File: config.mk
export PLATFORM = sky130hd
export DESIGN_NAME = salwc_ctrl
export DESIGN_NICKNAME = d
export VERILOG_FILES = /design/src/rtl/salwc_pkg.sv /design/src/rtl/salwc_ctrl.sv
export SDC_FILE = /design/constraint.sdc
export NUM_CORES = 1
export LEC_CHECK = 0
export BUFFER_PORTS_ARGS = -buffer_cell sky130_fd_sc_hd__buf_2
export CORE_AREA = 2 2 39 41
export DETAILED_ROUTE_END_ITERATION = 12
export DIE_AREA = 0 0 41 43
export GPL_ROUTABILITY_DRIVEN = 0
export HOLD_SLACK_MARGIN = 0.15
export PLACE_DENSITY_LB_ADDON = 0.05
export SYNTH_ARGS = -nofsm -noshare
export SYNTH_HDL_FRONTEND = slang
export SYNTH_SLANG_ARGS = --single-unit
export TNS_END_PERCENT = 5
File: constraint.sdc
create_clock -name clk -period 2.6 [get_ports clk]
set_clock_uncertainty 0.1 [all_clocks]
set_input_delay 0.13 -clock clk [delete_from_list [all_inputs] [get_ports clk]]
set_output_delay 0.13 -clock clk [all_outputs]
set_load 0.01 [all_outputs]
File: src/rtl/salwc_pkg.sv
// shared constants, types and helpers of the set-associative write-back cache tag store
// used by the controller, the datapath and the top level; no dependencies
package salwc_pkg;

	localparam int SETS        = 256;
	localparam int WAYS        = 4;
	localparam int BLOCK_BYTES = 32;

	localparam int OFF_W = $clog2(BLOCK_BYTES);
	localparam int IDX_W = (SETS > 1) ? $clog2(SETS) : 1;
	localparam int SET_BITS = $clog2(SETS);
	localparam int TAG_W = 32 - OFF_W - SET_BITS;
	localparam int WAY_W = (WAYS > 1) ? $clog2(WAYS) : 1;

	localparam int ADDR_W   = 32;
	localparam int OUT_BITS = 1 + 2 + 1 + 1 + ADDR_W;
	localparam int OUT_W    = ((OUT_BITS + 7) / 8) * 8;
	localparam int IN_W     = ADDR_W;

	typedef logic [WAYS-1:0][WAY_W-1:0] order_t;
	typedef logic [WAYS-1:0][TAG_W-1:0] tag_row_t;

	typedef struct packed {
		logic [WAYS-1:0] valid;
		order_t          order;
	} state_row_t;

	// controller to datapath
	typedef struct packed {
		logic             accept;
		logic             commit;
		logic             clr_we;
		logic [IDX_W-1:0] clr_addr;
	} salwc_cmd_t;

	// datapath to controller
	typedef struct packed {
		logic out_stall;
	} salwc_sts_t;

	// reset recency: position p holds way WAYS-1-p
	function automatic state_row_t reset_row();
		state_row_t r;
		r.valid = '0;
		for (int p = 0; p < WAYS; p++) begin
			r.order[p] = WAY_W'(WAYS - 1 - p);
		end
		return r;
	endfunction

endpackage

File: src/rtl/salwc_ctrl.sv
// controller of the cache tag store: reset clearing sweep, accept and commit sequencing
// depends on salwc_pkg
module salwc_ctrl (
	input  logic                clk,
	input  logic                arst_n,
	input  logic                s_tvalid,
	output logic                s_tready,
	input  salwc_pkg::salwc_sts_t sts,
	output salwc_pkg::salwc_cmd_t cmd
);
	import salwc_pkg::*;

	typedef enum logic [1:0] {ST_CLEAR, ST_IDLE, ST_LOOKUP} state_t;

	state_t           state_q;
	logic [IDX_W-1:0] clr_q;

	always_ff @(posedge clk or negedge arst_n) begin
		if (!arst_n) begin
			state_q <= ST_CLEAR;
			clr_q   <= '0;
		end else begin
			unique case (state_q)
				ST_CLEAR: begin
					clr_q <= clr_q + 1'b1;
					if (clr_q == IDX_W'(SETS - 1)) begin
						state_q <= ST_IDLE;
					end
				end
				ST_IDLE: begin
					if (s_tvalid) begin
						state_q <= ST_LOOKUP;
					end
				end
				ST_LOOKUP: begin
					if (!sts.out_stall) begin
						state_q <= ST_IDLE;
					end
				end
				default: state_q <= ST_CLEAR;
			endcase
		end
	end

	assign s_tready     = (state_q == ST_IDLE);
	assign cmd.accept   = s_tready && s_tvalid;
	assign cmd.commit   = (state_q == ST_LOOKUP) && !sts.out_stall;
	assign cmd.clr_we   = (state_q == ST_CLEAR);
	assign cmd.clr_addr = clr_q;

endmodule

# --- After elaboration in Yosys (flattened, before gate mapping) ---
# Cells that the tools add are included.
totals:
  output_inout_bits: 12
  word_cells: 18
  inputBits: 4
  reg_bits: 10
classes:
  add_sub_neg: 1
  muxes: 4
  reduce_logical: 5
  eq_ne: 6
ops:
  columns: ["operator", "count"]
  rows:
  - ["$add A8 B1 Y8 const B", 1]
  - ["$eq A8 B8 Y1 const B", 1]
  - ["$mux W2", 3]
  - ["$pmux W2 S3", 1]
  - ["$ne A2 B2 Y1 const B", 2]
  - ["$reduce_and A3 Y1", 1]
  - ["$eq A2 B1 Y1 const B", 1]
  - ["$eq A2 B2 Y1 const B", 1]
  - ["$logic_and A1 B1 Y1", 2]
  - ["$logic_not A2 Y1", 1]
  - ["$ne A2 B1 Y1 const B", 1]
  - ["$logic_not A1 Y1", 1]

# --- Logic depth before layout (Yosys ltp) ---
depth:
  ltp_word: 3
  ltp_mapped: 4
  ltp_nobuf: 4

# --- Least setup slack after synthesis ---
# Ideal clock, no wire load.
synth_timing:
  kind: "reg2reg"
  start: "register state_q[1]"
  end: "register clr_q[1]"
  slack_ns: 1.255
  setup_ns: 0.125
  t_arrival_ns: 1.120
  period_less_slack_ns: 1.345
  stages_incl_launch_ff: 3
  required_ns: 2.375
  path_buffers: 0
  path_cell_list: "dfrtp_1 > nor2_2 > mux2_2"
synth_lines:
  columns: ["item", "line", "text"]
  rows:
  - ["start: declaration", "salwc_ctrl.sv:15", "state_t state_q;"]
  - ["start signal: assignment", "salwc_ctrl.sv:20", "state_q <= ST_CLEAR;"]
  - ["start signal: assignment", "salwc_ctrl.sv:27", "state_q <= ST_IDLE;"]
  - ["start signal: assignment", "salwc_ctrl.sv:32", "state_q <= ST_LOOKUP;"]
  - ["end signal: assignment", "salwc_ctrl.sv:25", "clr_q <= clr_q + 1'b1;"]
  - ["end: declaration", "salwc_ctrl.sv:16", "logic [IDX_W-1:0] clr_q;"]

# --- Final worst setup path ---
layout_timing:
  start: "register state_q[0]"
  end: "register state_q[1]"
layout_between:
  elab_chain_cells: 3
  elab_cells_between_ends: 8
  classes_between: "eq/ne (5); mux (1); reduce/logical (2)"
layout_rtl:
  columns: ["item", "line", "text"]
  rows:
  - ["$eq A2 B2 Y1, or another cell as far along", "salwc_ctrl.sv:23", "unique case (state_q)"]
  - ["$ne A2 B2 Y1 (no source line) or $ne A2 B1 Y1 (tied branches)", null, null]
  - ["$reduce_and A3 Y1 (no source line)", null, null]
# Parallel ways exist; a longest one is shown, timed or not.
# A chain may end at the register's enable or synchronous reset.

==> impl_results.md <==
- Crit Path Max Fanout: 7
- Postcts setup bufs: 0
- Drt drc: 0
- Top cells by area, synth: dfrtp_1, xnor2_1, nor4b_4
- Total GRT Usage: 0.129
- Power per cell area: 1180 mW/mm²
- Most common cell after layout, fill and taps aside: buf_2
- CTS resizes: 0
- Leakage: 0.317 nW
- Fin nets: 67
- Hold Fails Final Rpt: 0
- Headroom to the max-slew limit: 0.788
- DR WL/cell: 12.3 µm
- Fill count: 145
- Netlist cell types: 21
- Syn avg cell area: 12.6 µm²
- HPWL after detailed placement: 729 µm
- Largest net degree at the start of global routing: 11
- Setup slack after layout: 0.829 ns
- Reg2Reg Depth: 4
- Die outline area: 0.00176 mm²
- Fin area: 649 µm²
- Die Span Y: 43 µm
- Multi-input gate area: 224 µm²
- Fin Setup TNS: 0 ns
- Antenna Violating Nets Remaining: 0
- Status: complete, no violations
- Syn_nets: 43
- Syn Inst Count: 38
- Vias in the first global route: 376
- Row Count: 14
- Layout cells sized above 1: 0.410
- Die X: 41 µm
- Routed via count: 383
- Synth warn: 0
- Max frequency: 565 MHz
- Post-Syn Area: 478 µm²
- CTS buffer count: 3
- Seq. cell area: 250 µm²
- CTS tree: done
- Worst Max-Slew Pin Slew: 0.317 ns
- Area leader, netlist: dfrtp_1
- Placed Area: 573 µm²
- Max Slew Vio Count: 0
- Clock latency at the later pin of the worst-skew pair: 0.26 ns
- Diode count: 0
- Pre-CTS setup slack: 1.21 ns
- CP endpoint kind: register
- Buffers plus inverters on the worst setup path: 1
- Yosys top cell area share: 0.524
- Power Total: 0.765 mW
- Post-layout min period: 1.77 ns
- First-pass GRT wire length: 1520 µm
- DRT Pass-1 Iters: 3
- Most frequent cells in the layout: buf_2, dfrtp_1, xnor2_1, dlygate4sd3_1
- Final WL: 944 µm
- Reg clk slew, reported paths: 0.07 ns
- Worst path top cell family by delay: buffers and inverters
- Area grow syn2layout: 35.9%
- Worst ir drop on vdd: 0.631 mV
- FF+latch count, synth: 10
- RSZ-0062 raised after global routing: false
- Total stage count of the critical path: 4
- Clock sinks: 10
- MaxCap Viol Count: 0
- Critical Path, Cell by Cell: nor2b_1 > and2_1 > a31o_2 > dlygate4sd3_1
- Root Buffer: clkbuf_4
- Hold buffers post-CTS: 4
- Worst hold path class: input port to async pin
- Ports: 16
- Final setup violation count: 0
- Max Root-Sink Buffers: 2
- Final Cycle Share: 0.681
- Crit-path max cell delay: 0.55 ns
- Crit path max-delay cell type: dlygate4sd3_1
- 1st-iter DRT viols: 1
- Buffers on Ports: 15
- Initial antenna violation count: 0
- Avg Vias per Cell: 4.97
- Critical path launch point type: register
- Post-synthesis sequential area ratio: 0.524
- Maximum level of the CTS H-tree: 1
- Core Region: 0.00138 mm²
- GRT overflow: 0
- CP required: 2.65 ns
- Initial core utilization: 0.345
- WP data arrival: 1.82 ns
- Critical setup path kind: register to register
-- power breakdown --
group | internal [mW] | switching, mW | total [mW]
registers | 0.222 | 0.0942 | 0.316
clock network | 0.0849 | 0.0548 | 0.140
logic | 0.161 | 0.148 | 0.309
total | 0.469 | 0.297 | 0.765
-- worst register-to-register path, cell delays in order, from the launching register on --
cell and delay, ns:
dfrtp_1 0.46, nor2b_1 0.17, and2_1 0.17, a31o_2 0.20, dlygate4sd3_1 0.55
-- final cells by class --
type / instances / share of cell area
Sequential cell: 10 / 0.385
Multi-Input combinational cell: 27 / 0.345
Timing Repair Buffer: 19 / 0.177
Clock buffer: 4 / 0.0559
Tap cell: 16 / 0.0308
Inverter: 1 / 0.00578
-- metal layers --
metal	vias up	part of all wire	global-route usage
li1	187	-	-
met1	186	0.45	0.169
met2	10	0.49	0.181
met3	0	0.059	0.0314
met4	0	0	0.0800
met5	-	0	0
-- through the flow --
stage / util / hold slack, ns / std cells
after floorplan: - / -0.266 / 38
after global placement: 0.414 / -0.105 / 69
after detailed placement: 0.414 / -0.0907 / 69
after CTS: 0.469 / 0.150 / 77
after global routing: 0.469 / 0.179 / 77
final: 0.469 / 0.154 / 77
-- cell usage after synthesis, drive strengths merged --
master  instances
dfrtp          10
xnor2           5
nand4           4
and3            2
nand2           2
xor2            2
a31o            1
and2            1
ha              1
inv             1
mux2            1
nand4b          1
nor2            1
nor2b           1
nor3b           1
nor4b           1
o21a            1
o21ai           1
o22ai           1
-- final timing paths --
path	from	end	slack (ns)
min in group clk	clr_q[7]$_DFFE_PN0P_	clr_q[7]$_DFFE_PN0P_	0.40
worst max-delay path	state_q[0]$_DFFE_PN0P_	state_q[1]$_DFFE_PN0P_	0.83
worst max register to register	state_q[0]$_DFFE_PN0P_	state_q[1]$_DFFE_PN0P_	0.83
worst min register to register	clr_q[7]$_DFFE_PN0P_	clr_q[7]$_DFFE_PN0P_	0.40
max in group asynchronous	arst_n	clr_q[0]$_DFFE_PN0P_	2.05
worst min-delay path	arst_n	clr_q[6]$_DFFE_PN0P_	0.15
-- state kept, by name (all words and copies together) (netlist names) --
signal and cells:
clr_q 8, state_q 2
-- logic make-up (layout without fill, tap and decap cells) --
family | count (synthesis) | after routing | share of synthesized area
xor+xnor | 7 | 7 | 0.128
flops | 10 | 10 | 0.524
simple gates | 14 | 14 | 0.233
mux | 1 | 1 | 0.0236
compound gates | 4 | 4 | 0.0576
buf+inv | 1 | 24 | 0.00785
fa+ha+maj | 1 | 1 | 0.0262
(Power assumes the default switching activity.)
